--- src/rtl/sha_pkg.sv ---
package sha_pkg;

  typedef struct packed {
    logic [7:0] data_byte;
    logic       has_byte;
    logic       last_byte;
  } in_beat_t;

  typedef struct packed {
    logic [31:0] digest_word;
    logic [2:0]  word_index;
    logic        last_word;
  } out_beat_t;

  localparam int QueueDepth = 4;
  localparam int QueueAw = 2;
  localparam logic [7:0] PadMark = 8'h80;
  localparam logic [5:0] LengthOffset = 6'd56;

  typedef enum logic [2:0] {
    ST_TAKE,
    ST_ROUND,
    ST_ADD,
    ST_PAD,
    ST_EMIT
  } core_state_t;

  localparam logic [255:0] InitHash = {
    32'h6a09e667, 32'hbb67ae85, 32'h3c6ef372, 32'ha54ff53a,
    32'h510e527f, 32'h9b05688c, 32'h1f83d9ab, 32'h5be0cd19
  };

  function automatic logic [31:0] round_k(input logic [5:0] i);
    logic [31:0] k;
    case (i)
      6'd0: k = 32'h428a2f98; 6'd1: k = 32'h71374491; 6'd2: k = 32'hb5c0fbcf;
      6'd3: k = 32'he9b5dba5; 6'd4: k = 32'h3956c25b; 6'd5: k = 32'h59f111f1;
      6'd6: k = 32'h923f82a4; 6'd7: k = 32'hab1c5ed5; 6'd8: k = 32'hd807aa98;
      6'd9: k = 32'h12835b01; 6'd10: k = 32'h243185be; 6'd11: k = 32'h550c7dc3;
      6'd12: k = 32'h72be5d74; 6'd13: k = 32'h80deb1fe; 6'd14: k = 32'h9bdc06a7;
      6'd15: k = 32'hc19bf174; 6'd16: k = 32'he49b69c1; 6'd17: k = 32'hefbe4786;
      6'd18: k = 32'h0fc19dc6; 6'd19: k = 32'h240ca1cc; 6'd20: k = 32'h2de92c6f;
      6'd21: k = 32'h4a7484aa; 6'd22: k = 32'h5cb0a9dc; 6'd23: k = 32'h76f988da;
      6'd24: k = 32'h983e5152; 6'd25: k = 32'ha831c66d; 6'd26: k = 32'hb00327c8;
      6'd27: k = 32'hbf597fc7; 6'd28: k = 32'hc6e00bf3; 6'd29: k = 32'hd5a79147;
      6'd30: k = 32'h06ca6351; 6'd31: k = 32'h14292967; 6'd32: k = 32'h27b70a85;
      6'd33: k = 32'h2e1b2138; 6'd34: k = 32'h4d2c6dfc; 6'd35: k = 32'h53380d13;
      6'd36: k = 32'h650a7354; 6'd37: k = 32'h766a0abb; 6'd38: k = 32'h81c2c92e;
      6'd39: k = 32'h92722c85; 6'd40: k = 32'ha2bfe8a1; 6'd41: k = 32'ha81a664b;
      6'd42: k = 32'hc24b8b70; 6'd43: k = 32'hc76c51a3; 6'd44: k = 32'hd192e819;
      6'd45: k = 32'hd6990624; 6'd46: k = 32'hf40e3585; 6'd47: k = 32'h106aa070;
      6'd48: k = 32'h19a4c116; 6'd49: k = 32'h1e376c08; 6'd50: k = 32'h2748774c;
      6'd51: k = 32'h34b0bcb5; 6'd52: k = 32'h391c0cb3; 6'd53: k = 32'h4ed8aa4a;
      6'd54: k = 32'h5b9cca4f; 6'd55: k = 32'h682e6ff3; 6'd56: k = 32'h748f82ee;
      6'd57: k = 32'h78a5636f; 6'd58: k = 32'h84c87814; 6'd59: k = 32'h8cc70208;
      6'd60: k = 32'h90befffa; 6'd61: k = 32'ha4506ceb; 6'd62: k = 32'hbef9a3f7;
      default: k = 32'hc67178f2;
    endcase
    return k;
  endfunction

endpackage

--- src/rtl/sha_queue.sv ---
module sha_queue
  import sha_pkg::*;
(
  input  logic     clk,
  input  logic     rst,
  input  logic     wr_valid,
  output logic     wr_full,
  input  in_beat_t wr_data,
  output logic     rd_valid,
  input  logic     rd_take,
  output in_beat_t rd_data
);

  in_beat_t slots [QueueDepth];
  logic [QueueAw-1:0] wr_ptr;
  logic [QueueAw-1:0] rd_ptr;
  logic [QueueAw:0] count;
  logic push;
  logic pop;

  assign wr_full  = (count == QueueAw'(0) + (QueueAw+1)'(QueueDepth));
  assign rd_valid = (count != '0);
  assign rd_data  = slots[rd_ptr];
  // drop empty beats here: they change nothing
  assign push = wr_valid && !wr_full && (wr_data.has_byte || wr_data.last_byte);
  assign pop  = rd_take && rd_valid;

  always_ff @(posedge clk) begin
    if (push) begin
      slots[wr_ptr] <= wr_data;
    end
  end

  always_ff @(posedge clk) begin
    if (rst) begin
      wr_ptr <= '0;
      rd_ptr <= '0;
      count  <= '0;
    end else begin
      if (push) wr_ptr <= wr_ptr + QueueAw'(1);
      if (pop) rd_ptr <= rd_ptr + QueueAw'(1);
      count <= count + (QueueAw+1)'(push) - (QueueAw+1)'(pop);
    end
  end

  a_no_overflow: assert property (@(posedge clk) disable iff (rst)
    wr_full |-> !push) else $error("queue overflow");
  a_no_underflow: assert property (@(posedge clk) disable iff (rst)
    (count == '0) |-> !pop) else $error("queue underflow");
  a_count_step: assert property (@(posedge clk) disable iff (rst)
    (push && !pop) |=> (count == $past(count) + (QueueAw+1)'(1)))
    else $error("queue count slip");

endmodule

--- src/rtl/sha_core.sv ---
module sha_core
  import sha_pkg::*;
(
  input  logic      clk,
  input  logic      rst,
  input  logic      q_valid,
  output logic      q_take,
  input  in_beat_t  q_data,
  output logic      res_valid,
  input  logic      res_stall,
  output out_beat_t res
);

  core_state_t state;
  core_state_t state_next;
  logic [31:0] h [8];
  logic [31:0] v [8];
  logic [31:0] w [16];
  logic [31:0] pad_w [16];
  logic [5:0]  fill;
  logic [63:0] bits;
  logic [5:0]  rnd;
  logic        final_blk;
  logic        len_pending;
  logic        tail_blk;
  logic        len_here;
  logic [2:0]  widx;
  logic [31:0] big0, big1, ch, mj, t1, t2, sg0, sg1, wnew, wcur;
  logic [31:0] wbyte;
  logic [7:0]  byte_val;
  logic        wr_byte;

  assign q_take = (state == ST_TAKE) && q_valid;

  // next state
  always_comb begin
    state_next = state;
    case (state)
      ST_TAKE: begin
        if (q_valid) begin
          if (q_data.has_byte && fill == 6'd63) state_next = ST_ROUND;
          else if (q_data.last_byte) state_next = ST_PAD;
        end
      end
      ST_ROUND: if (rnd == 6'd63) state_next = ST_ADD;
      ST_ADD: begin
        if (!final_blk) state_next = ST_TAKE;
        else if (tail_blk) state_next = ST_EMIT;
        else state_next = ST_PAD;
      end
      ST_PAD: state_next = ST_ROUND;
      ST_EMIT: if (!res_stall && widx == 3'd7) state_next = ST_TAKE;
      default: state_next = ST_TAKE;
    endcase
  end

  // round datapath
  assign wcur = w[0];
  assign big1 = {v[4][5:0], v[4][31:6]} ^ {v[4][10:0], v[4][31:11]} ^
                {v[4][24:0], v[4][31:25]};
  assign ch   = (v[4] & v[5]) ^ (~v[4] & v[6]);
  assign t1   = v[7] + big1 + ch + round_k(rnd) + wcur;
  assign big0 = {v[0][1:0], v[0][31:2]} ^ {v[0][12:0], v[0][31:13]} ^
                {v[0][21:0], v[0][31:22]};
  assign mj   = (v[0] & v[1]) ^ (v[0] & v[2]) ^ (v[1] & v[2]);
  assign t2   = big0 + mj;
  assign sg0  = {w[1][6:0], w[1][31:7]} ^ {w[1][17:0], w[1][31:18]} ^ (w[1] >> 3);
  assign sg1  = {w[14][16:0], w[14][31:17]} ^ {w[14][18:0], w[14][31:19]} ^
                (w[14] >> 10);
  assign wnew = w[0] + sg0 + w[9] + sg1;

  // byte into the current schedule word
  assign wr_byte  = q_take && q_data.has_byte;
  assign byte_val = q_data.data_byte;
  always_comb begin
    wbyte = w[fill[5:2]];
    case (fill[1:0])
      2'd0: wbyte[31:24] = byte_val;
      2'd1: wbyte[23:16] = byte_val;
      2'd2: wbyte[15:8]  = byte_val;
      default: wbyte[7:0] = byte_val;
    endcase
  end

  // padded block: keep bytes below fill, mark at fill, zeros above, length if it fits
  assign len_here = len_pending || (fill < LengthOffset);
  always_comb begin
    for (int j = 0; j < 16; j++) begin
      pad_w[j] = w[j];
      for (int b = 0; b < 4; b++) begin
        if (len_pending || 6'(4*j+b) > fill) pad_w[j][31-8*b -: 8] = 8'h00;
        else if (6'(4*j+b) == fill) pad_w[j][31-8*b -: 8] = PadMark;
      end
    end
    if (len_here) begin
      pad_w[14] = bits[63:32];
      pad_w[15] = bits[31:0];
    end
  end

  // outputs
  always_comb begin
    res_valid = (state == ST_EMIT);
    res.digest_word = h[widx];
    res.word_index  = widx;
    res.last_word   = (widx == 3'd7);
  end

  always_ff @(posedge clk) begin
    if (rst) begin
      state <= ST_TAKE;
    end else begin
      state <= state_next;
    end
  end

  always_ff @(posedge clk) begin
    if (rst) begin
      for (int i = 0; i < 8; i++) h[i] <= InitHash[255-32*i -: 32];
      fill <= '0;
      bits <= '0;
      rnd <= '0;
      final_blk <= 1'b0;
      len_pending <= 1'b0;
      tail_blk <= 1'b0;
      widx <= '0;
    end else begin
      case (state)
        ST_TAKE: begin
          if (wr_byte) begin
            w[fill[5:2]] <= wbyte;
            fill <= fill + 6'd1;
            bits <= bits + 64'd8;
          end
          if (q_take) begin
            final_blk <= q_data.last_byte;
            // load working vars on every take, ready for the rounds on a full block
            for (int i = 0; i < 8; i++) v[i] <= h[i];
            rnd <= '0;
          end
        end
        ST_ROUND: begin
          v[7] <= v[6]; v[6] <= v[5]; v[5] <= v[4]; v[4] <= v[3] + t1;
          v[3] <= v[2]; v[2] <= v[1]; v[1] <= v[0]; v[0] <= t1 + t2;
          for (int i = 0; i < 15; i++) w[i] <= w[i+1];
          w[15] <= wnew;
          rnd <= rnd + 6'd1;
        end
        ST_ADD: begin
          for (int i = 0; i < 8; i++) h[i] <= h[i] + v[i];
        end
        ST_PAD: begin
          // load the padded block; owe a length block when the mark leaves no room
          for (int j = 0; j < 16; j++) w[j] <= pad_w[j];
          len_pending <= !len_here;
          tail_blk <= len_here;
          fill <= '0;
          final_blk <= 1'b1;
          for (int i = 0; i < 8; i++) v[i] <= h[i];
          rnd <= '0;
        end
        ST_EMIT: begin
          if (!res_stall) begin
            widx <= widx + 3'd1;
            if (widx == 3'd7) begin
              for (int i = 0; i < 8; i++) h[i] <= InitHash[255-32*i -: 32];
              bits <= '0;
              fill <= '0;
              final_blk <= 1'b0;
              tail_blk <= 1'b0;
            end
          end
        end
        default: ;
      endcase
    end
  end

  a_emit_hold: assert property (@(posedge clk) disable iff (rst)
    (state == ST_EMIT && res_stall) |=> (state == ST_EMIT && $stable(widx)))
    else $error("digest word moved under stall");
  a_take_only_idle: assert property (@(posedge clk) disable iff (rst)
    q_take |-> (state == ST_TAKE)) else $error("beat taken while busy");
  a_round_done: assert property (@(posedge clk) disable iff (rst)
    (state == ST_ROUND && rnd == 6'd63) |=> (state == ST_ADD))
    else $error("round count slip");

endmodule

--- src/rtl/sha256_stream_hasher.sv ---
// SHA-256 over a byte stream. Each input beat carries at most one message byte;
// last_byte closes the message, after which eight digest beats follow, word 0
// first, last_word on word 7. A beat with neither flag is dropped. Bytes go
// through a four-entry queue into the compression engine, which takes one byte
// per cycle while bytes are queued and a block is being collected, then runs
// the rounds and a final add on each full block, taking no bytes meanwhile.
// Closing a message costs one or two padded blocks plus eight digest beats,
// which out_stall can hold.
module sha256_stream_hasher
  import sha_pkg::*;
(
  input  logic      clk,
  input  logic      rst,
  input  logic      in_valid,
  output logic      in_stall,
  input  in_beat_t  in_data,
  output logic      out_valid,
  input  logic      out_stall,
  output out_beat_t out_data
);

  logic     q_valid;
  logic     q_take;
  in_beat_t q_data;

  sha_queue u_queue (
    .clk      (clk),
    .rst      (rst),
    .wr_valid (in_valid),
    .wr_full  (in_stall),
    .wr_data  (in_data),
    .rd_valid (q_valid),
    .rd_take  (q_take),
    .rd_data  (q_data)
  );

  sha_core u_core (
    .clk       (clk),
    .rst       (rst),
    .q_valid   (q_valid),
    .q_take    (q_take),
    .q_data    (q_data),
    .res_valid (out_valid),
    .res_stall (out_stall),
    .res       (out_data)
  );

endmodule
--- config.mk ---
export PLATFORM = sky130hd
export DESIGN_NAME = sha256_stream_hasher
export DESIGN_NICKNAME = d
export VERILOG_FILES = /design/src/rtl/sha_pkg.sv /design/src/rtl/sha_queue.sv /design/src/rtl/sha_core.sv /design/src/rtl/sha256_stream_hasher.sv
export SDC_FILE = /design/constraint.sdc
export NUM_CORES = 2
export LEC_CHECK = 0
export BUFFER_PORTS_ARGS = -buffer_cell sky130_fd_sc_hd__buf_2
export CAP_MARGIN = 10
export CORE_MARGIN = 1
export CORE_UTILIZATION = 35
export CTS_CLUSTER_DIAMETER = 150
export DETAILED_ROUTE_END_ITERATION = 12
export GPL_ROUTABILITY_DRIVEN = 0
export SETUP_SLACK_MARGIN = 0.2
export SYNTH_ARGS = -nofsm -noshare
export SYNTH_HDL_FRONTEND = slang
export SYNTH_HIERARCHICAL = 1
export SYNTH_SLANG_ARGS = --single-unit
--- constraint.sdc ---
create_clock -name clk -period 28.4 [get_ports clk]
set_clock_uncertainty 0.15 [all_clocks]
set_input_delay 4.26 -clock clk [delete_from_list [all_inputs] [get_ports clk]]
set_output_delay 4.26 -clock clk [all_outputs]
set_load 0.01 [all_outputs]
==> impl_table.tex <==
\begin{tabular}{lr}
\hline
Metric & Value \\
\hline
\multicolumn{2}{l}{\textbf{CTS}} \\
Clock tree from TritonCTS & yes \\
Clock latency at the later pin of the worst-skew pair & 810 ps \\
Number of H-tree branching levels & 4 \\
Number of post-CTS setup repair buffers & 0 \\
Number of hold buffers added after cts & 0 \\
CTS-repair resized insts & 0 \\
Maximum clock insertion buffer count & 3 \\
Sink count of the clock tree & 1190 \\
Clock edge transition at the registers on the reported setup and hold paths & 60 ps \\
Number of buffers inserted during clock tree synthesis & 133 \\
Clock root buffer & clkbuf\_16 \\
\multicolumn{2}{l}{\textbf{Drt}} \\
Vias per std cell & 5.78 \\
1st-iter DRT viols & 7411 \\
Routed met2 length & 118000 µm \\
Highest signal layer in the routed design & met5 \\
Routed wire per std cell & 23.9 µm \\
Metal1 wirelength & 106000 µm \\
TritonRoute pass-1 iters & 8 \\
Routed WL & 262000 µm \\
Residual antenna-violating net count after detailed routing & 0 \\
Met3 WL post-DR & 24300 µm \\
Via total after detailed routing & 63500 \\
Number of remaining DRC errors & 0 \\
\multicolumn{2}{l}{\textbf{Yosys}} \\
Leading cell types by count after synthesis & 1916 x nand2\_1, 936 x edfxtp\_1, 538 x a21oi\_1 \\
Post-Synthesis Cells & 8179 \\
Fraction of synthesized cell area taken by the top area cell type & 36.4\% \\
Synth area leader & edfxtp\_1 \\
Most common cell in the synthesized netlist & nand2\_1 \\
Yosys cell types & 96 \\
Top flip-flop cell by instance count after synthesis & edfxtp\_1 \\
Yosys reg bits & 1190 \\
Synth warn & 6 \\
Number of nets produced by synthesis & 8792 \\
Number of flops mapped to enable cells by yosys & 936 \\
Biggest area contributors in the synthesized netlist & edfxtp\_1 36\%, nand2\_1 9.3\%, dfxtp\_1 6.6\% \\
Sequential share of the synthesized area & 43.0\% \\
Post-synth ARST share & 0\% \\
Synthesized area divided by synthesized cell count & 9.43 µm² \\
Syn Std Cell Area & 0.0771 mm² \\
\multicolumn{2}{l}{\textbf{Die}} \\
Count of boundary I/O pins & 52 \\
DIE HEIGHT & 471 µm \\
Total number of placement rows & 171 \\
Die width & 471 µm \\
Core area & 0.218 mm² \\
Die footprint & 0.222 mm² \\
Starting utilization of the core area & 35.4\% \\
\multicolumn{2}{l}{\textbf{Critical path}} \\
Start-to-end type of the worst setup path & flop to flop \\
Nature of the critical path endpoint & flop \\
Type of origin of the critical path & flop \\
Reg2Reg Depth & 30 \\
Worst path max stage delay & 590 ps \\
Crit-path slowest cell & edfxtp\_1 \\
Max Fanout on Critical Path & 6 \\
Worst Path Arrival & 8910 ps \\
Crit path required time & 28750 ps \\
\multicolumn{2}{l}{\textbf{GRT}} \\
Pin count of the biggest net entering global routing & 235 \\
Remaining Overflow, GRT & 0 \\
Wire length of the first global-routing pass & 389000 µm \\
Via count of the first global-routing pass & 60700 \\
Global-route total usage across every layer & 23.0\% \\
Initial antenna violation count & 12 \\
\multicolumn{2}{l}{\textbf{STA}} \\
Number of endpoints with negative hold slack in the final report & 0 \\
Pin slew with the least headroom to its limit & 1260 ps \\
Minimum setup slack in the final design & 19840 ps \\
Fin crit period & 8560 ps \\
Maximum clock frequency & 0.117 GHz \\
Number of slew-limit violations in the final report & 0 \\
Worst relative slew slack & 16.2\% \\
Unrepaired setup endpoints after global routing & false \\
Final number of setup-violating endpoints & 0 \\
Fin crit share & 30.2\% \\
Setup TNS & 0 ps \\
\multicolumn{2}{l}{\textbf{Layout}} \\
Post-layout utilization of the core & 38.8\% \\
Area delta synth->final & 9.62\% \\
Number of standard cells in the final layout excluding fillers & 11000 \\
Number of nets in the layout & 8630 \\
Layout cell share with drive strength beyond 1 & 6.93\% \\
\multicolumn{2}{l}{\textbf{Run}} \\
Reported max-cap violation count & 0 \\
\multicolumn{2}{l}{\textbf{Placed design}} \\
Hpwl dp & 192000 µm \\
Post-Place Setup Slack & 19670 ps \\
Number of input and output port buffers inserted & 51 \\
Cell count after placement & 10700 \\
\multicolumn{2}{l}{\textbf{Min path}} \\
Hold/Removal Path Class & flop to flop \\
Cell depth of the worst min-delay path & 2 \\
\multicolumn{2}{l}{\textbf{Run status}} \\
Result of the run & completed \\
\hline
\end{tabular}
## state kept, by name (all words and copies together) (netlist names), named ones only
signal              count
u_core/bits            61
u_core/fill             6
u_core/final_blk        1
u_core/h              256
u_core/len_pending      1
u_core/rnd              6
u_core/state            3
u_core/tail_blk         1
u_core/v              256
u_core/w              512
u_core/widx             3
u_queue/count           3
u_queue/rd_ptr          2
u_queue/slots          40
u_queue/wr_ptr          2
## critical path, delay by kind of cell, from the launching register on
| kind | cells | cell delay, ps |
|---|---|---|
| AOI/OAI and AO/OA | 12 | 2910 |
| xor gates and xnor gates | 4 | 950 |
| adders and majority gates | 6 | 2720 |
| buffers and inverters | 4 | 280 |
| DFF | 1 | 590 |
| and+or+nand+nor | 4 | 640 |
## cell families (layout without fill, tap and decap cells)
| family | Yosys count | in the layout | synth area share, % |
|---|---|---|---|
| simple gates | 3028 | 3028 | 16.6 |
| fa+ha+maj | 621 | 621 | 11.9 |
| other cells | 0 | 3 | 0 |
| buf+inv | 794 | 738 | 3.88 |
| flops | 1190 | 1190 | 43.0 |
| xor+xnor | 609 | 609 | 6.96 |
| mux | 145 | 145 | 3.18 |
| compound gates | 1792 | 1792 | 14.4 |
## final cells by class
type	count	area [µm²]
inverters	342	1290
repair buffers	155	1060
flip-flops and latches	1190	33200
diodes	3	7.51
fillers	21400	133000
well taps	2854	3570
multi-input cells	6195	41000
clock inverters	73	723
clock buffers	168	3640
## per-stage QoR
step,cell area (µm²),hold WS (ps)
6_report,84500,343
3_5_place_dp,80100,339
4_1_cts,84500,347
2_1_floorplan,77100,309
5_1_grt,84500,365
3_3_place_gp,80100,328
## layer usage
| metal | up-vias | track usage, % |
|---|---|---|
| li1 | 28400 | - |
| met1 | 31000 | 30.2 |
| met2 | 3438 | 36.2 |
| met3 | 662 | 4.08 |
| met4 | 10 | 11.4 |
| met5 | - | 0 |
## worst paths after layout
path | start | endpoint | slack, ps
min | u_core/h[5][0] | u_core/h[5][0] | 340
min reg2reg | u_core/h[5][0] | u_core/h[5][0] | 340
max reg2reg | u_core/v[1][27] | u_core/v[0][28] | 19840
max | u_core/v[1][27] | u_core/v[0][28] | 19840
## placed cells by master, fill, tap and decap left out, drive strengths merged, types with 21 or more instances in the layout
master / netlist / layout
o211ai: 94 / 94
xor2: 235 / 235
o31ai: 32 / 32
maj3: 22 / 22
and3: 53 / 53
edfxtp: 936 / 936
nand2b: 68 / 68
a21oi: 539 / 539
nand4: 31 / 31
fa: 196 / 196
nor2b: 65 / 65
a211oi: 74 / 74
nand2: 1916 / 1916
a31oi: 56 / 56
a221o: 29 / 29
nor3: 102 / 102
a21o: 139 / 139
o21a: 66 / 66
clkbuf: 409 / 171
o21ai: 491 / 491
buf: 43 / 152
dfxtp: 254 / 254
or3: 42 / 42
and2: 43 / 43
o22ai: 35 / 35
or2: 22 / 22
mux2: 62 / 62
nor2: 468 / 468
xnor2: 372 / 372
a211o: 21 / 21
ha: 403 / 403
clkinv: 3 / 50
mux4: 74 / 74
nand3: 152 / 152
inv: 339 / 350
o21bai: 40 / 40
Power is left out: the tool's default activity adds up to more than one toggle a clock period on the data nets, which glitch-free logic cannot reach.
